File: config.mk
export PLATFORM = sky130hd
export DESIGN_NAME = reliable_receiver_reassembly_sack_flat
export DESIGN_NICKNAME = d
export VERILOG_FILES = /design/src/rtl/rrrs_pkg.sv /design/src/rtl/rrrs_if.sv /design/src/rtl/rrrs_slot_search.sv /design/src/rtl/reliable_receiver_reassembly_sack.sv /design/src/flat_wrapper.sv
export SDC_FILE = /design/constraint.sdc
export NUM_CORES = 1
export LEC_CHECK = 0
export BUFFER_PORTS_ARGS = -buffer_cell sky130_fd_sc_hd__buf_2
export CAP_MARGIN = 20
export CELL_PAD_IN_SITES_DETAIL_PLACEMENT = 0
export CELL_PAD_IN_SITES_GLOBAL_PLACEMENT = 2
export CORE_MARGIN = 2
export CORE_UTILIZATION = 40
export CTS_BUF_LIST = sky130_fd_sc_hd__clkbuf_8
export DETAILED_ROUTE_END_ITERATION = 8
export PLACE_DENSITY_LB_ADDON = 0.1
export SYNTH_ARGS = -nofsm -noshare
export SYNTH_HDL_FRONTEND = slang
export SYNTH_SLANG_ARGS = --single-unit
File: constraint.sdc
create_clock -name i_clk -period 11.7 [get_ports i_clk]
set_clock_uncertainty 0.1 [all_clocks]
set_input_delay 1.17 -clock i_clk [delete_from_list [all_inputs] [get_ports i_clk]]
set_output_delay 1.17 -clock i_clk [all_outputs]
set_load 0.02 [all_outputs]
File: src/rtl/rrrs_pkg.sv
`timescale 1ns / 1ps
package rrrs_pkg;
    localparam logic [2:0] ST_CLOSED  = 3'd0;
    localparam logic [2:0] ST_SYNRCVD = 3'd1;
    localparam logic [2:0] ST_EST     = 3'd2;
    localparam logic [2:0] ST_FINWAIT = 3'd3;
    localparam logic [2:0] ST_DONE    = 3'd4;

    localparam logic [2:0] K_DELIVER = 3'd0;
    localparam logic [2:0] K_CHAIN   = 3'd1;
    localparam logic [2:0] K_STORE   = 3'd2;
    localparam logic [2:0] K_PKT     = 3'd3;
    localparam logic [2:0] K_CLOSED  = 3'd4;

    localparam logic [2:0] FL_ACK    = 3'd2;
    localparam logic [2:0] FL_SYNACK = 3'd3;
    localparam logic [2:0] FL_FINACK = 3'd6;

    localparam logic CFG_ISN = 1'b0;
    localparam logic CFG_WIN = 1'b1;

    typedef struct packed {
        logic        frame_ok;
        logic [47:0] source_id;
        logic        is_syn;
        logic        is_ack;
        logic        is_fin;
        logic        is_data;
        logic [31:0] seq_num;
        logic [31:0] ack_num;
        logic [15:0] seg_len;
    } t_in;

    typedef struct packed {
        logic [2:0]  out_kind;
        logic [4:0]  slot;
        logic [15:0] length;
        logic [31:0] pkt_seq;
        logic [31:0] pkt_ack;
        logic [2:0]  pkt_flags;
        logic [15:0] pkt_window;
        logic [63:0] sack_bits;
        logic        last;
    } t_out;
endpackage

File: src/rtl/rrrs_if.sv
`timescale 1ns / 1ps
interface rrrs_if #(parameter type T = logic);
    logic valid;
    logic ready;
    T     data;
    modport source (output valid, output data, input ready);
    modport sink (input valid, input data, output ready);
endinterface

File: src/rtl/rrrs_slot_search.sv
`timescale 1ns / 1ps
// one slot compared per cycle; reports first match and first free slot
module rrrs_slot_search #(
    parameter int SLOTS = 32,
    parameter int SW    = 5
) (
    input  logic             i_clk,
    input  logic             i_start,
    input  logic [31:0]      i_key,
    input  logic [SLOTS-1:0] i_valid,
    input  logic [31:0]      i_slot_seq,
    output logic [SW-1:0]    o_idx,
    output logic             o_done,
    output logic             o_hit,
    output logic [SW-1:0]    o_hit_idx,
    output logic             o_free,
    output logic [SW-1:0]    o_free_idx
);
    logic [SW:0]   r_cnt;
    logic          r_busy;
    logic          r_hit;
    logic [SW-1:0] r_hit_idx;
    logic          r_free;
    logic [SW-1:0] r_free_idx;
    logic [SW-1:0] w_cur;
    logic          w_match;

    assign w_cur   = r_cnt[SW-1:0];
    assign o_idx   = w_cur;
    assign w_match = r_busy && i_valid[w_cur] && (i_slot_seq == i_key);

    always_ff @(posedge i_clk) begin
        if (i_start) begin
            r_cnt  <= '0;
            r_busy <= 1'b1;
            r_hit  <= 1'b0;
            r_free <= 1'b0;
        end else if (r_busy) begin
            if (w_match && !r_hit) begin
                r_hit     <= 1'b1;
                r_hit_idx <= w_cur;
            end
            if (!i_valid[w_cur] && !r_free) begin
                r_free     <= 1'b1;
                r_free_idx <= w_cur;
            end
            r_cnt <= r_cnt + (SW+1)'(1);
            if (r_cnt == (SW+1)'(SLOTS - 1)) r_busy <= 1'b0;
        end
    end

    assign o_done     = !r_busy;
    assign o_hit      = r_hit;
    assign o_hit_idx  = r_hit_idx;
    assign o_free     = r_free;
    assign o_free_idx = r_free_idx;
endmodule

File: src/rtl/reliable_receiver_reassembly_sack.sv
`timescale 1ns / 1ps
// slot-table lookups share the single compare unit, one walk at a time
//   lookups per data word = min(SACK_WIDTH, window) + chained slots
//   (+1 for in-order or ahead data)
//   control-only words need no slot-table lookup
// throughput: one input word at a time, next accepted after the last result
// reset: synchronous active low; state closed, slots empty, isn 1000, window 32
module reliable_receiver_reassembly_sack
    import rrrs_pkg::*;
#(
    parameter int SEGMENT_SIZE = 1024,
    parameter int SACK_WIDTH   = 64,
    parameter int BUFFER_SLOTS = 32
) (
    input  logic         i_clk,
    input  logic         i_rst_n,
    input  logic         i_cfg_we,
    input  logic         i_cfg_index,
    input  logic [31:0]  i_cfg_wdata,
    rrrs_if.sink         in_ch,
    rrrs_if.source       out_ch
);
    localparam int SW = (BUFFER_SLOTS > 1) ? $clog2(BUFFER_SLOTS) : 1;
    localparam int CW = $clog2(SACK_WIDTH + 1);

    // sequencer steps
    localparam logic [3:0] S_IDLE  = 4'd0;
    localparam logic [3:0] S_DEC   = 4'd1;
    localparam logic [3:0] S_CHAIN = 4'd2;
    localparam logic [3:0] S_CWAIT = 4'd3;
    localparam logic [3:0] S_STORE = 4'd4;
    localparam logic [3:0] S_SWAIT = 4'd5;
    localparam logic [3:0] S_SACK  = 4'd6;
    localparam logic [3:0] S_KWAIT = 4'd7;
    localparam logic [3:0] S_ACK   = 4'd8;
    localparam logic [3:0] S_FIN2  = 4'd9;
    localparam logic [3:0] S_OUT   = 4'd10;

    logic [3:0]  r_st, r_ret;
    logic [2:0]  r_conn;
    logic [47:0] r_peer;
    logic [31:0] r_next;
    logic [31:0] r_isn;
    logic [15:0] r_win;
    t_in         r_in;
    t_out        r_out;
    logic        r_ov;
    logic [BUFFER_SLOTS-1:0] r_valid;
    logic [31:0] r_sseq [BUFFER_SLOTS];
    logic [15:0] r_slen [BUFFER_SLOTS];
    logic [63:0] r_mask;
    logic [CW-1:0] r_bit;
    logic [CW-1:0] w_nbits;
    logic [31:0] r_key;
    logic        r_start;
    logic        w_ooo;

    logic [SW-1:0] w_idx, w_hidx, w_fidx;
    logic          w_done, w_hit, w_free;
    logic [31:0]   w_sseq;

    assign w_sseq = r_sseq[w_idx];

    rrrs_slot_search #(.SLOTS(BUFFER_SLOTS), .SW(SW)) u_search (
        .i_clk      (i_clk),
        .i_start    (r_start),
        .i_key      (r_key),
        .i_valid    (r_valid),
        .i_slot_seq (w_sseq),
        .o_idx      (w_idx),
        .o_done     (w_done),
        .o_hit      (w_hit),
        .o_hit_idx  (w_hidx),
        .o_free     (w_free),
        .o_free_idx (w_fidx)
    );

    assign w_nbits = (r_win < 16'(SACK_WIDTH)) ? CW'(r_win) : CW'(SACK_WIDTH);

    // window limit computed without wrap
    logic [47:0] w_lim, w_off;
    assign w_lim = 48'(r_win) * 48'(SEGMENT_SIZE);
    assign w_off = 48'(r_in.seq_num - r_next);

    // data from the peer that lands ahead of the expected sequence number
    assign w_ooo = r_in.frame_ok && (r_conn == ST_EST) && (r_in.source_id == r_peer) &&
                   !r_in.is_fin && r_in.is_data && (r_in.seq_num > r_next);

    assign in_ch.ready  = (r_st == S_IDLE) && !r_ov;
    assign out_ch.valid = r_ov;
    assign out_ch.data  = r_out;

    function automatic t_out pkt(input logic [31:0] s, input logic [31:0] a,
                                 input logic [2:0] f, input logic [15:0] w,
                                 input logic [63:0] m, input logic l);
        t_out o;
        o = '0;
        o.out_kind = K_PKT; o.pkt_seq = s; o.pkt_ack = a;
        o.pkt_flags = f; o.pkt_window = w; o.sack_bits = m; o.last = l;
        return o;
    endfunction

    // delivery, store and close words carry only kind, slot, length and last flag
    function automatic t_out item_word(input logic [2:0] k, input logic [4:0] s,
                                       input logic [15:0] n, input logic l);
        t_out o;
        o = '0;
        o.out_kind = k; o.slot = s; o.length = n; o.last = l;
        return o;
    endfunction

    // one-cycle pulse that launches a slot-table walk
    always_ff @(posedge i_clk) begin
        if (!i_rst_n) begin
            r_start <= 1'b0;
        end else begin
            r_start <= ((r_st == S_DEC) && w_ooo) || (r_st == S_CHAIN) ||
                       ((r_st == S_STORE) && (r_bit != w_nbits));
        end
    end

    always_ff @(posedge i_clk) begin
        if (!i_rst_n) begin
            r_st    <= S_IDLE;
            r_conn  <= ST_CLOSED;
            r_peer  <= '0;
            r_next  <= '0;
            r_isn   <= 32'd1000;
            r_win   <= 16'd32;
            r_ov    <= 1'b0;
            r_valid <= '0;
        end else begin
            if (i_cfg_we) begin
                unique case (i_cfg_index)
                    CFG_ISN: r_isn <= i_cfg_wdata;
                    CFG_WIN: r_win <= i_cfg_wdata[15:0];
                    default: ;
                endcase
            end
            if (r_ov && out_ch.ready) r_ov <= 1'b0;
            unique case (r_st)
                S_IDLE: if (in_ch.valid && in_ch.ready) begin
                    r_in <= in_ch.data;
                    r_st <= S_DEC;
                end
                S_DEC: begin
                    if (!r_in.frame_ok || r_conn == ST_DONE) begin
                        r_st <= S_IDLE;
                    end else if (r_conn == ST_CLOSED) begin
                        if (r_in.is_syn) begin
                            r_peer <= r_in.source_id;
                            r_next <= r_in.seq_num + 32'd1;
                            r_conn <= ST_SYNRCVD;
                            r_out  <= pkt(r_isn, r_in.seq_num + 32'd1, FL_SYNACK,
                                          r_win, '0, 1'b1);
                            r_ov <= 1'b1; r_st <= S_OUT; r_ret <= S_IDLE;
                        end else begin
                            r_st <= S_IDLE;
                        end
                    end else if (r_in.source_id != r_peer) begin
                        r_st <= S_IDLE;
                    end else if (r_conn == ST_SYNRCVD) begin
                        if (r_in.is_ack && r_in.ack_num == r_isn + 32'd1)
                            r_conn <= ST_EST;
                        r_st <= S_IDLE;
                    end else if (r_conn == ST_EST) begin
                        if (r_in.is_fin) begin
                            r_out <= pkt(r_isn + 32'd1, r_in.seq_num + 32'd1, FL_ACK,
                                         r_win, '0, 1'b0);
                            r_ov <= 1'b1; r_st <= S_OUT; r_ret <= S_FIN2;
                        end else if (r_in.is_data) begin
                            if (r_in.seq_num == r_next) begin
                                r_out  <= item_word(K_DELIVER, 5'd0, r_in.seg_len, 1'b0);
                                r_next <= r_next + 32'(r_in.seg_len);
                                r_ov <= 1'b1; r_st <= S_OUT; r_ret <= S_CHAIN;
                            end else if (r_in.seq_num > r_next) begin
                                r_key <= r_in.seq_num;
                                r_st <= S_SWAIT;
                            end else begin
                                r_st <= S_SACK;
                            end
                        end else begin
                            r_st <= S_IDLE;
                        end
                    end else if (r_conn == ST_FINWAIT && r_in.is_ack) begin
                        r_out  <= item_word(K_CLOSED, 5'd0, 16'd0, 1'b1);
                        r_conn <= ST_DONE;
                        r_ov <= 1'b1; r_st <= S_OUT; r_ret <= S_IDLE;
                    end else begin
                        r_st <= S_IDLE;
                    end
                end
                S_OUT: if (!r_ov || out_ch.ready) r_st <= r_ret;
                S_FIN2: begin
                    r_out <= pkt(r_isn + 32'd2, r_next, FL_FINACK, r_win, '0, 1'b1);
                    r_conn <= ST_FINWAIT;
                    r_ov <= 1'b1; r_st <= S_OUT; r_ret <= S_IDLE;
                end
                S_CHAIN: begin
                    r_key <= r_next; r_st <= S_CWAIT;
                end
                S_CWAIT: if (!r_start && w_done) begin
                    if (w_hit) begin
                        r_out  <= item_word(K_CHAIN, 5'(w_hidx), r_slen[w_hidx], 1'b0);
                        r_next <= r_next + 32'(r_slen[w_hidx]);
                        r_valid[w_hidx] <= 1'b0;
                        r_ov <= 1'b1; r_st <= S_OUT; r_ret <= S_CHAIN;
                    end else begin
                        r_st <= S_SACK;
                    end
                end
                S_SWAIT: if (!r_start && w_done) begin
                    if (w_off < w_lim && w_free && !w_hit) begin
                        r_valid[w_fidx] <= 1'b1;
                        r_sseq[w_fidx]  <= r_in.seq_num;
                        r_slen[w_fidx]  <= r_in.seg_len;
                        r_out <= item_word(K_STORE, 5'(w_fidx), r_in.seg_len, 1'b0);
                        r_ov <= 1'b1; r_st <= S_OUT; r_ret <= S_SACK;
                    end else begin
                        r_st <= S_SACK;
                    end
                end
                S_SACK: begin
                    r_mask <= '0; r_bit <= '0;
                    r_st <= S_STORE;
                end
                S_STORE: begin
                    // launch lookup of next sack bit, or go on to the ack once all bits are done
                    if (r_bit == w_nbits) begin
                        r_st <= S_ACK;
                    end else begin
                        r_key <= r_next + (32'(r_bit) + 32'd1) * 32'(SEGMENT_SIZE);
                        r_st <= S_KWAIT;
                    end
                end
                S_KWAIT: if (!r_start && w_done) begin
                    if (w_hit) r_mask[6'(r_bit)] <= 1'b1;
                    r_bit <= r_bit + CW'(1);
                    r_st <= S_STORE;
                end
                S_ACK: if (!r_ov) begin
                    r_out <= pkt(r_isn + 32'd1, r_next, FL_ACK, r_win, r_mask, 1'b1);
                    r_ov <= 1'b1; r_st <= S_IDLE;
                end
                default: r_st <= S_IDLE;
            endcase
        end
    end

`ifndef SYNTHESIS
    // no new word while a sequence is running
    a_busy: assert property (@(posedge i_clk) disable iff (!i_rst_n)
        (r_st != S_IDLE) |-> !in_ch.ready) else $error("ready while busy");
    // done state never leaves
    a_done: assert property (@(posedge i_clk) disable iff (!i_rst_n)
        (r_conn == ST_DONE) |=> (r_conn == ST_DONE)) else $error("left done");
`endif
endmodule
File: src/flat_wrapper.sv
// flat-port wrapper written by rule: the top's interface ports become plain ports
module reliable_receiver_reassembly_sack_flat import rrrs_pkg::*;
#(
    parameter int SEGMENT_SIZE = 1024,
    parameter int SACK_WIDTH   = 64,
    parameter int BUFFER_SLOTS = 32
)
  (i_clk, i_rst_n, i_cfg_we, i_cfg_index, i_cfg_wdata, in_ch_valid, in_ch_data, in_ch_ready, out_ch_valid, out_ch_data, out_ch_ready);
  rrrs_if in_ch_i ();
  rrrs_if out_ch_i ();
  input  logic i_clk;
  input  logic i_rst_n;
  input  logic i_cfg_we;
  input  logic i_cfg_index;
  input  logic [31:0] i_cfg_wdata;
  input wire logic [$bits(in_ch_i.valid)-1:0] in_ch_valid;
  input wire logic [$bits(in_ch_i.data)-1:0] in_ch_data;
  output wire logic [$bits(in_ch_i.ready)-1:0] in_ch_ready;
  output wire logic [$bits(out_ch_i.valid)-1:0] out_ch_valid;
  output wire logic [$bits(out_ch_i.data)-1:0] out_ch_data;
  input wire logic [$bits(out_ch_i.ready)-1:0] out_ch_ready;
  assign in_ch_i.valid = in_ch_valid;
  assign in_ch_i.data = in_ch_data;
  assign in_ch_ready = in_ch_i.ready;
  assign out_ch_valid = out_ch_i.valid;
  assign out_ch_data = out_ch_i.data;
  assign out_ch_i.ready = out_ch_ready;
  reliable_receiver_reassembly_sack #(.SEGMENT_SIZE(SEGMENT_SIZE), .SACK_WIDTH(SACK_WIDTH), .BUFFER_SLOTS(BUFFER_SLOTS)) u_core (.i_clk(i_clk), .i_rst_n(i_rst_n), .i_cfg_we(i_cfg_we), .i_cfg_index(i_cfg_index), .i_cfg_wdata(i_cfg_wdata), .in_ch(in_ch_i), .out_ch(out_ch_i));
endmodule
== Yosys cells after proc, flatten, opt, wreduce, memory -nomap -nowiden ==
Memories as Yosys holds them, arrays and structs flattened. A register that Yosys moved wholly into a read port is not among the register bits.
Index checks and enable logic that the tools add are counted.
W data, S select, Z words.
Storage, ports and cells
  register bits after elaboration: 153
  bits in writable memories: 32
  bits of input ports: 39
  output and inout port bits: 3
  word-level logic and storage cells: 177
  memories kept: 1
Memory list
  u_core.r_slen: words 32, width 1, read ports 1, clocked after memory_dff 1, wr ports 1, RTL line reliable_receiver_reassembly_sack.sv:50  | logic [15:0] r_slen [BUFFER_SLOTS];
Operators by class
  add/sub/neg operators: 6
  order comparisons: 8
  eq/ne operators: 38
  muxes and demuxes: 56
  bitwise logic cells: 5
  reduce and logical (&&, ||, !) cells: 45
Operators with widths (number)
  $mux W32: 8
  $pmux W32 S2: 2
  $mux W4: 13
  $lt A48 B26 Y1: 1
  $pmux W4 S10: 1
  $sub A1 B32 Y33 const A: 1
  $add A32 B16 Y32: 1
  $add A32 B18 Y32: 1
  $and A32 B32 Y32: 1
  $eq A32 B32 Y1 const A: 1
  $gt A1 B32 Y1 const A: 1
  $logic_not A32 Y1: 1
  $not A32 Y32: 1
  $or A32 B32 Y32: 1
  $mux W1: 21
  $lt A5 B6 Y1 const B: 3
  $ne A2 B2 Y1 const B: 9
  $reduce_and A9 Y1: 2
  $eq A4 B3 Y1 const B: 4
  $lt A16 B7 Y1 const B: 1
  $ne A3 B3 Y1 const B: 5
  $mux W7: 2
  $pmux W7 S2: 1
  $logic_and A1 B1 Y1: 13
  other kinds (35): 63

== Longest topological paths before layout ==
Gate-level depths: netlist of the first run.
  depth after elaboration: 9
  depth in mapped cells: 15
  mapped depth without buffers: 13

== Hierarchy ==
From an unflattened synthesis of the first run, not the netlist that was laid out.
Second synthesis, totals
  cell total of the unflattened synthesis: 1020
  area, all modules: 9948.3 sq um
Modules (own cells, without submodules)
  reliable_receiver_reassembly_sack: instances 1, cells an instance 909, area an instance 8643.3 sq um, seq. area each 3973.8 sq um
  rrrs_slot_search: instances 1, cells an instance 111, area an instance 1305.0 sq um, seq. area each 480.5 sq um

== Worst setup path before layout of the first run ==
OpenSTA, ideal clock, no wires.
  path kind: input -> register
  start: input i_rst_n
  end: register u_core.r_key[0] (enable)
  setup time: 0.501 ns
  data arrival time: 4.516 ns
  required time: 11.099 ns
  path slack: 6.583 ns
  stages: 3
  path buffers: 1
  cells stage by stage: inv_1 -> clkbuf_1 -> nor4_1
Between the ends
  longest elaborated chain between the ends: 1
Ends and longest elaborated chain
  from (decl): RTL line flat_wrapper.sv:12  | input logic i_rst_n;
  $reduce_and A9 Y1 (no source line)
  to (signal assigned): RTL line reliable_receiver_reassembly_sack.sv:177  | r_key <= r_in.seq_num;
  to (signal assigned): RTL line reliable_receiver_reassembly_sack.sv:232  | r_key <= r_next + (32'(r_bit) + 32'd1) * 32'(SEGMENT_SIZE);
  to (decl): RTL line reliable_receiver_reassembly_sack.sv:54  | logic [31:0] r_key;
No other way between the ends.
A chain may end at the register's enable or synchronous reset.

== Final worst setup path of the first run ==
  start: register u_core.r_next[0]
  end: register u_core.r_ret[2] (enable)
Between the ends
  longest elaborated chain between the ends: 6
  elaborated cells on any way between the ends: 8
  classes of those cells: 1 x add/sub; 1 x order compare; 2 x eq/ne; 4 x reduce/logical
Ends and longest elaborated chain
  from (decl): RTL line reliable_receiver_reassembly_sack.sv:42  | logic [31:0] r_next;
  from (signal assigned): RTL line reliable_receiver_reassembly_sack.sv:152  | r_next <= r_in.seq_num + 32'd1;
  from (signal assigned): RTL line reliable_receiver_reassembly_sack.sv:174  | r_next <= r_next + 32'(r_in.seg_len);
  from (signal assigned): RTL line reliable_receiver_reassembly_sack.sv:205  | r_next <= r_next + 32'(r_slen[w_hidx]);
  $sub A1 B32 Y33: RTL line reliable_receiver_reassembly_sack.sv:83  | assign w_off = 48'(r_in.seq_num - r_next);
  $lt A48 B26 Y1: RTL line reliable_receiver_reassembly_sack.sv:213  | if (w_off < w_lim && w_free && !w_hit) begin
  $logic_and A1 B1 Y1 (2 in a row): RTL line reliable_receiver_reassembly_sack.sv:213
  $ne A2 B1 Y1 (no source line)
  $reduce_and A12 Y1 (no source line) (*)
  to (signal assigned): RTL line reliable_receiver_reassembly_sack.sv:197  | r_ov <= 1'b1; r_st <= S_OUT; r_ret <= S_IDLE;
  to (signal assigned): RTL line reliable_receiver_reassembly_sack.sv:207  | r_ov <= 1'b1; r_st <= S_OUT; r_ret <= S_CHAIN;
  to (signal assigned): RTL line reliable_receiver_reassembly_sack.sv:218  | r_ov <= 1'b1; r_st <= S_OUT; r_ret <= S_SACK;
  to (decl): RTL line reliable_receiver_reassembly_sack.sv:39  | logic [3:0] r_st, r_ret;
Every way passes the cells marked *; elsewhere a longest branch is shown, timed or not.

==> flow_summary.yaml, run 1 <==
route:
  wl_per_cell_um: 19.8
  drt_iter0_drc: 479
  detail_route.first_pass.iterations: 5
  vias: 7940
  vias_per_cell: 5.68
  wl_mm: 27.7
  remaining_drc_errors: 0
  postRouteAntennaNets: 0
clock_tree:
  hold_buffers: 0
  clk_pin_slew_ns: 0.11
  clockRootBuffer: "clkbuf_8"
  clock-sinks: 185
  cts_made_buffers: 17
  htree_levels: 4
  post_cts_resize_count: 0
  cts_buffer_depth: 2
  cts_tree: "done"
  post-cts-setup-buffers: 0
  clock_latency_ns: 0.47
synthesis:
  syn_area_um2: 10300
  synth_cell_types: 83
  synth-seq-area-share_pct: 44.2
  synth_edf_count: 85
  ys_ff_latch: 185
  synth_ff_type: "dfxtp_1"
  synth_nets: 1146
  synthCells: 1079
  syn_avg_cell_area_um2: 9.55
  synth-async-reset-ratio_pct: 0
  yosysWarningCount: 0
critical_path:
  critical_path_class: "reg -> reg"
  cp-start-kind: "flip-flop"
  crit_arrival_ns: 5.13
  r2r_setup_slack_ns: 6.65
  worst-path-max-fanout: 35
  rr_worst_depth: 13
  worstPathRequired_ns: 11.78
  endpoint_kind: "flip-flop"
  reg2reg_from: "u_core.r_next[0]$_SDFFE_PN0P_"
  rr_endpoint: "u_core.r_ret[2]$_DFFE_PP_"
placed_design:
  numPortBuffers: 25
  dp_hpwl_mm: 19.6
  gp_congestion: 0.805
  place_inst: 1367
sta:
  post-route-period-util_pct: 43.1
  finalSetupViolCount: 0
  maxSlewViolCount: 0
  relSlewSlack_pct: 25.9
  rsz0062_at_grt: "no"
  final-hold-violation-count: 0
  final.setup.tns_ns: 0
  worst_pin_slew_ns: 1.11
  clock.fmax_mhz: 198
  period_needed_ns: 5.05
min_path:
  hold-path-endpoint: "u_core.r_win[7]$_SDFFE_PN0P_"
  min_path_type: "reg -> reg"
  hold_path_startpoint: "u_core.r_win[7]$_SDFFE_PN0P_"
  hold_path_depth: 2
power_and_ir_drop:
  p_leak_nw: 3.59
  power_mw: 1.50
  switching_power_mw: 0.503
  internal_power_mw: 0.997
  ir_worst_vdd_mv: 0.0579
  p_clk_share_pct: 29.9
  p_comb_share_pct: 15.1
  switching_share_pct: 33.5
  seq_power_share_pct: 55.0
  power_density_nw_per_um2: 137
finish:
  fin_nets: 1123
  layout_common_cells: "nand2_1 (115), dfxtp_1 (100), nor2_1 (93), edfxtp_1 (85), o21ai_0 (79)"
  layout_commonest_cell: "nand2_1"
  antenna_cells: 0
  num-fill-cells: 2546
  area_growth_syn_to_layout_pct: 6.39
  fin_cells: 1399
  drive_gt1_share_pct: 9.73
global_route:
  met1_usage_pct: 28.2
  grt_usage_pct: 21.5
  first_global_vias: 7864
  grt_pass1_wl_mm: 44.4
  top_usage_layer: "met2"
  antenna_found_initial: 0
  grt_max_degree: 53
  grt_overflow_total: 0
  grtUsageMet2_pct: 36.7
  gr-usage-met3_pct: 3.37
floorplan:
  pin_count: 42
  start_util_pct: 40.8
  die_area_um2: 27100
  fp.dieH_um: 164
  fp.dieW_um: 164
  rows: 58
  coreArea_um2: 25300
run:
  cap_viol_max_count: 0
outcome:
  outcome: "complete, no violations"
cell families (layout without fill, tap and decap cells):
group	count (synthesis)	in the layout	share of synthesized area, %
adders and majority gates	28	28	3.47
DFF	185	185	44.2
muxes	33	33	5.34
buffers and inverters	110	100	4.55
xor gates and xnor gates	69	69	5.87
and+or+nand+nor	403	403	20.3
AOI/OAI and AO/OA	251	251	16.3
metrics by stage:
stage          hold WS, ns  setup slack [ns]  util, %  cell area, µm²
2_1_floorplan        0.320              6.58        -           10300
4_1_cts              0.383              6.65     43.4           11000
3_5_place_dp         0.365              6.67     41.8           10500
5_1_grt              0.408              6.25     43.4           11000
3_3_place_gp         0.366              6.74     41.8           10500
6_report             0.381              6.65     43.4           11000
worst max-delay path, cell delays in order (launching register included):
cell,delay [ns]
dfxtp_1,0.38
nor4_2,0.43
nand4b_4,0.28
nand3b_1,0.31
nor4_1,0.45
nand2_1,0.13
xor2_1,0.19
ha_1,0.33
nand4_1,0.14
nor4_1,0.35
o221ai_1,0.17
and3_1,0.36
a31oi_4,0.92
nor3_1,0.20
synth_stat cells, types with 3 or more instances:
master | n | area, µm²
o31a_1 | 3 | 26.3
mux2i_1 | 10 | 100
o21bai_1 | 4 | 30.0
nand4_1 | 17 | 106
nor3_1 | 19 | 95.1
buf_1 | 7 | 26.3
edfxtp_1 | 85 | 2550
clkbuf_1 | 42 | 158
o21ai_0 | 79 | 395
a211oi_1 | 5 | 37.5
and3_1 | 9 | 56.3
o31ai_1 | 15 | 113
mux2_2 | 3 | 33.8
o2111ai_1 | 4 | 35.0
nor4_2 | 3 | 37.5
buf_2 | 10 | 50.1
inv_1 | 40 | 150
and4_1 | 4 | 35.0
nor2b_1 | 10 | 62.6
mux4_2 | 14 | 315
xor2_1 | 24 | 210
o21a_1 | 6 | 45.0
o211ai_1 | 36 | 270
a21oi_1 | 43 | 215
and2_1 | 10 | 62.6
nor2_1 | 93 | 349
dfxtp_1 | 100 | 2000
nand2_1 | 115 | 432
buf_4 | 7 | 52.6
mux2_4 | 5 | 75.1
nand3b_1 | 8 | 60.1
o21ai_1 | 3 | 15.0
ha_1 | 27 | 338
xnor2_1 | 45 | 394
a211o_1 | 25 | 219
nor4_1 | 28 | 175
nand3_1 | 31 | 155
or3_1 | 16 | 100
nand2b_1 | 16 | 100
nor4b_1 | 4 | 35.0
metal layers:
metal | wire length [µm] | vias to the layer above
met1 | 13000 | 3881
met2 | 13600 | 102
met4 | 523 | 0
met5 | 0 | -
met3 | 612 | 32
li1 | - | 3925
worst max path at each step:
stage / from / to / slack, ns
after floorplan: i_rst_n / u_core.r_key[0]$_DFFE_PP_ / 6.58
after global placement: u_core.r_next[0]$_SDFFE_PN0P_ / u_core.r_ret[2]$_DFFE_PP_ / 6.74
after detailed placement: u_core.r_next[0]$_SDFFE_PN0P_ / u_core.r_ret[2]$_DFFE_PP_ / 6.67
after CTS: u_core.r_next[0]$_SDFFE_PN0P_ / u_core.r_ret[2]$_DFFE_PP_ / 6.65
after global routing: u_core.r_next[0]$_SDFFE_PN0P_ / u_core.r_ret[2]$_DFFE_PP_ / 6.25
final: u_core.r_next[0]$_SDFFE_PN0P_ / u_core.r_ret[2]$_DFFE_PP_ / 6.65
final cells by class:
class                           instances  area (µm²)  area share (%)
Clock inverter                         15         176            1.61
Sequential cell                       185        4550            41.6
Multi-Input combinational cell        784        5280            48.2
Timing Repair Buffer                   28         148            1.35
Clock buffer                           17         234            2.13
Inverter                               40         150            1.37
Tap cell                              330         413            3.77
sequential cells by signal, summed over array words and instances, names as in the netlist, named ones only:
name / flops
u_core.u_search.r_busy: 1
u_core.r_in: 1
u_core.r_st: 4
u_core.r_next: 32
u_core.u_search.o_hit_idx: 5
u_core.r_win: 16
u_core.r_key: 32
u_core.r_start: 1
u_core.u_search.o_hit: 1
u_core.r_bit: 7
u_core.r_ret: 2
u_core.out_ch.valid: 1
u_core.r_slen: 32
u_core.u_search.r_cnt: 6
u_core.u_search.o_free: 1
u_core.r_valid: 32
u_core.out_ch.data: 1
u_core.u_search.o_free_idx: 5
power groups by stage:
| stage | combinational (mW) | sequential [mW] | clock (mW) |
|---|---|---|---|
| global route | 0.255 | 0.835 | 0.485 |
| CTS | 0.229 | 0.825 | 0.463 |
| floorplan | 0.224 | 0.767 | 0 |
| finish | 0.227 | 0.825 | 0.448 |
| global placement | 0.227 | 0.841 | 0 |
| detailed placement | 0.228 | 0.840 | 0 |
Power figures use the tool's default switching activity.
==> run 2, diff against run 1 <==
--- a/config.mk
+++ b/config.mk
@@ -10,7 +10,7 @@
 export CELL_PAD_IN_SITES_DETAIL_PLACEMENT = 0
 export CELL_PAD_IN_SITES_GLOBAL_PLACEMENT = 2
 export CORE_MARGIN = 2
-export CORE_UTILIZATION = 40
+export CORE_UTILIZATION = 38
 export CTS_BUF_LIST = sky130_fd_sc_hd__clkbuf_8
 export DETAILED_ROUTE_END_ITERATION = 8
 export PLACE_DENSITY_LB_ADDON = 0.1
==> constraint.sdc (replaced) <==
create_clock -name i_clk -period 4.4 [get_ports i_clk]
set_clock_uncertainty 0.1 [all_clocks]
set_input_delay 0.44 -clock i_clk [delete_from_list [all_inputs] [get_ports i_clk]]
set_output_delay 0.44 -clock i_clk [all_outputs]
set_load 0.02 [all_outputs]
==> run 2 against run 1 <==
Effect of this change:
- clock power grew to 2.5 times the previous value
- critical path depth shrank 1
- sequential share of layout area shrank 0.71 points
- combinational power grew to 3.1 times the previous value
- clock-buffer cell count is the same
- critical path type unchanged
- critical endpoint is now u_core.r_slen[10]$_DFFE_PP_
- largest power group unchanged
- highest routed layer unchanged
==> flow_summary.yaml, run 2 (synthesis results as in run 1) <==
floorplan:
  pin_count: 42
  fp.dieH_um: 169
  start_util_pct: 38.4
  rows: 60
  coreArea_um2: 26800
  die_area_um2: 28400
  fp.dieW_um: 169
finish:
  design_area_um2: 11200
  antenna_cells: 0
  num-fill-cells: 2719
  layout_common_cells: "nand2_1 (115), dfxtp_1 (100), nor2_1 (93), edfxtp_1 (85), o21ai_0 (78)"
  fin_util_pct: 41.6
  area_growth_syn_to_layout_pct: 8.25
  fin_nets: 1147
  layout_commonest_cell: "nand2_1"
  drive_gt1_share_pct: 11.9
route:
  wl_per_cell_um: 20.0
  remaining_drc_errors: 0
  wl_mm: 28.6
  postRouteAntennaNets: 0
  vias: 7998
  detail_route.first_pass.iterations: 5
  vias_per_cell: 5.58
  drt_iter0_drc: 519
critical_path:
  critical_path_class: "reg -> reg"
  crit_arrival_ns: 4.18
  endpoint_kind: "flip-flop"
  cp-start-kind: "flip-flop"
  worst-path-max-fanout: 10
  worstPathRequired_ns: 4.45
sta:
  clock.fmax_mhz: 242
  final.setup.tns_ns: 0
  period_needed_ns: 4.13
  worst_pin_slew_ns: 0.873
  final-hold-violation-count: 0
  post-route-period-util_pct: 93.9
  maxSlewViolCount: 0
  relSlewSlack_pct: 41.7
  rsz0062_at_grt: "no"
  worst_slack_ns: 0.267
  finalSetupViolCount: 0
clock_tree:
  clock-sinks: 185
  clock_latency_ns: 0.47
  cts_tree: "done"
  clk_pin_slew_ns: 0.12
  cts_buffer_depth: 2
  htree_levels: 4
  cts_made_buffers: 17
  clockRootBuffer: "clkbuf_8"
placed_design:
  dpl_cell_area_um2: 10800
  dp_hpwl_mm: 20.6
  pre_cts_ws_ns: 0.121
  gp_congestion: 0.787
  numPortBuffers: 25
outcome:
  outcome: "complete, no violations"
global_route:
  grt_overflow_total: 0
  grt_usage_pct: 20.8
  antenna_found_initial: 0
  first_global_vias: 7729
  grt_pass1_wl_mm: 45.4
  grt_max_degree: 46
power_and_ir_drop:
  power_mw: 3.98
  power_density_nw_per_um2: 357
  ir_worst_vdd_mv: 0.225
  p_leak_nw: 3.72
min_path:
  min_path_type: "in -> reg"
run:
  cap_viol_max_count: 0
==> run 2: cell types whose count changed in the layout (fill, tap and decap cells not counted), sizes merged <==
cell / before / now
buf: 28 / 52
clkinv: 5 / 7
bufinv: 1 / 0
clkinvlp: 1 / 0
==> run 2: worst paths after layout <==
kind | startpoint | slack [ns] | end | cells after the start
max | u_core.r_next[0]$_SDFFE_PN0P_ | 0.27 | u_core.r_slen[10]$_DFFE_PP_ | 12
min reg2reg | u_core.r_win[14]$_SDFFE_PN0P_ | 0.38 | u_core.r_win[14]$_SDFFE_PN0P_ | 2
min | in_ch_data | 0.05 | u_core.r_in[0]$_DFFE_PP_ | 1
max reg2reg | u_core.r_next[0]$_SDFFE_PN0P_ | 0.27 | u_core.r_slen[10]$_DFFE_PP_ | 12
==> run 2: routing by layer <==
metal / part of all wire [%] / track usage [%] / vias up
li1: - / - / 3967
met1: 46 / 27.8 / 3868
met2: 49 / 35.6 / 138
met3: 3.4 / 3.39 / 25
met4: 1.5 / 4.39 / 0
met5: 0 / 0 / -
==> run 2: through the flow <==
step / cells / hold WS [ns]
final: 1434 / 0.0482
after floorplan: 1079 / 0.320
after detailed placement: 1402 / 0.373
after CTS: 1434 / 0.0258
after global placement: 1402 / 0.365
after global routing: 1434 / 0.00682
==> run 2: cell type report <==
type                            instances  area (µm²)  area share, %
Inverter                               40         150           1.35
Tap cell                              341         427           3.83
Sequential cell                       185        4550           40.8
Multi-Input combinational cell        784        5290           47.5
Clock buffer                           17         234           2.10
Clock inverter                         15         151           1.36
Timing Repair Buffer                   52         340           3.05
==> run 2: worst max-delay path, stage by stage (launching register included) <==
cell	delay [ns]
dfxtp_1	0.37
nor4_2	0.49
nand4b_4	0.20
or3_1	0.39
or3_1	0.33
xor2_1	0.16
ha_1	0.31
a21oi_1	0.16
o21ai_0	0.10
a221oi_1	0.25
and3_2	0.39
o21ai_2	0.20
nor4_1	0.35
==> run 2: what timing repair did <==
item | CTS | global route
resized for setup | 0 | 2
hold buffers | 0 | 0
endpoints found under the setup margin | 0 | 50
setup buffers | 0 | 0
hold endpoints to repair | 0 | 0
==> run 2: power by group <==
part | leakage [nW] | switching, mW | internal [mW]
Clock | 0.200 | 0.712 | 0.426
Sequential | 1.57 | 0.202 | 1.93
Combinational | 1.95 | 0.450 | 0.261
Total | 3.72 | 1.36 | 2.62
==> run 3, diff against run 2 <==
--- a/config.mk
+++ b/config.mk
@@ -7,13 +7,12 @@
 export LEC_CHECK = 0
 export BUFFER_PORTS_ARGS = -buffer_cell sky130_fd_sc_hd__buf_2
 export CAP_MARGIN = 20
-export CELL_PAD_IN_SITES_DETAIL_PLACEMENT = 0
-export CELL_PAD_IN_SITES_GLOBAL_PLACEMENT = 2
 export CORE_MARGIN = 2
-export CORE_UTILIZATION = 38
+export CORE_UTILIZATION = 40
 export CTS_BUF_LIST = sky130_fd_sc_hd__clkbuf_8
 export DETAILED_ROUTE_END_ITERATION = 8
-export PLACE_DENSITY_LB_ADDON = 0.1
+export PLACE_DENSITY = 0.64
 export SYNTH_ARGS = -nofsm -noshare
 export SYNTH_HDL_FRONTEND = slang
+export SYNTH_HIERARCHICAL = 1
 export SYNTH_SLANG_ARGS = --single-unit
==> run 3 against run 2 <==
Effect of this change:
- clock power is 8% higher
- clock-buffer cell count unchanged
- final cell count decreased by 2.6%
- sequential share of layout area shrank 0.51 points
- routed wire length down 16%
- hold slack better by 0.011 ns
- largest power group unchanged
- first-iteration DRC count increased by 22%
- highest routed layer unchanged
- power fell by 1.3%
==> flow_summary.yaml, run 3 <==
outcome:
  outcome: "complete, no violations"
placed_design:
  dp_hpwl_mm: 17.1
  gp_congestion: 0.871
  numPortBuffers: 25
clock_tree:
  clock-sinks: 180
  cts_tree: "done"
  cts_buffer_depth: 2
  clockRootBuffer: "clkbuf_8"
  htree_levels: 4
  clk_pin_slew_ns: 0.10
  clock_latency_ns: 0.46
  cts_made_buffers: 17
sta:
  period_needed_ns: 4.24
  final.setup.tns_ns: 0
  maxSlewViolCount: 0
  worst_pin_slew_ns: 1.04
  final-hold-violation-count: 0
  clock.fmax_mhz: 236
  relSlewSlack_pct: 30.7
  post-route-period-util_pct: 96.4
  finalSetupViolCount: 0
  rsz0062_at_grt: "no"
floorplan:
  fp.dieW_um: 161
  die_area_um2: 26100
  pin_count: 42
  fp.dieH_um: 161
  coreArea_um2: 24300
  start_util_pct: 40.8
  rows: 57
route:
  vias_per_cell: 5.56
  drt_iter0_drc: 634
  vias: 7757
  remaining_drc_errors: 0
  wl_mm: 23.9
  postRouteAntennaNets: 0
  detail_route.first_pass.iterations: 5
  wl_per_cell_um: 17.1
global_route:
  grt_pass1_wl_mm: 39.1
  grt_usage_pct: 18.7
  first_global_vias: 7334
  antenna_found_initial: 0
  grt_max_degree: 39
  grt_overflow_total: 0
synthesis:
  syn_avg_cell_area_um2: 9.76
  synthCells: 1015
  yosysWarningCount: 6
  syn_area_um2: 9910
critical_path:
  cp-start-kind: "flip-flop"
  slowest_stage: "or4_1"
  path_delay_family: "simple AND/OR/NAND/NOR gates"
  worstPathRequired_ns: 4.51
  endpoint_kind: "flip-flop"
  critPathBufInv: 2
  worst-path-max-fanout: 3
  cpPeakStageDelay_ns: 0.58
  crit_chain: "nor4_4 -> nand3_2 -> nand2b_1 -> or2_2 -> nor3_2 -> xnor2_1 -> ha_1 -> nand4_1 -> or4_1 -> a211oi_2 -> o311ai_4 -> buf_4 -> o311ai_4 -> buf_4 -> nor3_1"
  critical_path_class: "reg -> reg"
  rr_worst_depth: 15
  crit_cells: 15
  crit_arrival_ns: 4.35
power_and_ir_drop:
  ir_worst_vdd_mv: 0.222
  p_leak_nw: 3.87
  power_mw: 3.93
  power_density_nw_per_um2: 356
finish:
  layout_commonest_cell: "dfxtp_1"
  drive_gt1_share_pct: 12.3
  layout_common_cells: "dfxtp_1 (95), nand2_1 (89), edfxtp_1 (85), nor2_1 (73), xnor2_1 (60)"
  antenna_cells: 0
  fin_nets: 1126
  area_growth_syn_to_layout_pct: 11.4
run:
  cap_viol_max_count: 0
min_path:
  min_path_type: "in -> reg"
  hold_path_depth: 1
-- run 3: final cells by class --
| type | count | area (µm²) |
|---|---|---|
| fillers | 2326 | 13300 |
| multi-input cells | 765 | 5220 |
| flip-flops and latches | 180 | 4450 |
| well taps | 324 | 405 |
| repair buffers | 57 | 395 |
| clock buffers | 17 | 234 |
| clock inverters | 15 | 196 |
| inverters | 38 | 143 |
-- run 3: repair_timing --
action	in CTS	in global routing
hold buffers	0	0
setup buffers	0	4
hold endpoints to repair	0	0
endpoints found under the setup margin	0	63
resized for setup	0	7
-- run 3: per-stage QoR --
step	area [µm²]	worst slack [ns]	utilization [%]	std cells	hold slack, ns
after CTS	11000	0.0705	45.1	1391	0.0286
after global routing	11000	0.00593	45.4	1396	0.0293
after floorplan	10000	0.260	-	1046	0.336
after detailed placement	10500	0.103	43.3	1359	0.354
after global placement	10500	0.167	43.3	1359	0.349
final	11000	0.160	45.4	1396	0.0590
-- run 3: where the power goes --
part	total (mW)	switching, mW	internal [mW]
clock	1.23	0.649	0.580
sequential	2.08	0.190	1.89
combinational	0.623	0.377	0.246
-- run 3: worst paths after layout --
check / start / to / slack (ns)
worst max-delay path: u_core/r_next[9]$_SDFFE_PN0P_ / u_core/r_ret[2]$_DFFE_PP_ / 0.16
worst min-delay path: in_ch_data / u_core/r_in[0]$_DFFE_PP_ / 0.06
worst max register to register: u_core/r_next[9]$_SDFFE_PN0P_ / u_core/r_ret[2]$_DFFE_PP_ / 0.16
worst min register to register: u_core/r_win[15]$_SDFFE_PN0P_ / u_core/r_win[15]$_SDFFE_PN0P_ / 0.36
-- run 3: routing by layer --
layer  up-vias  GRT usage [%]  share of wire [%]
met5         -              0                  0
met4         0           4.87                1.1
met3        22           2.36                4.8
met2       217           29.8                 45
met1      3714           27.1                 49
li1       3804              -                  -
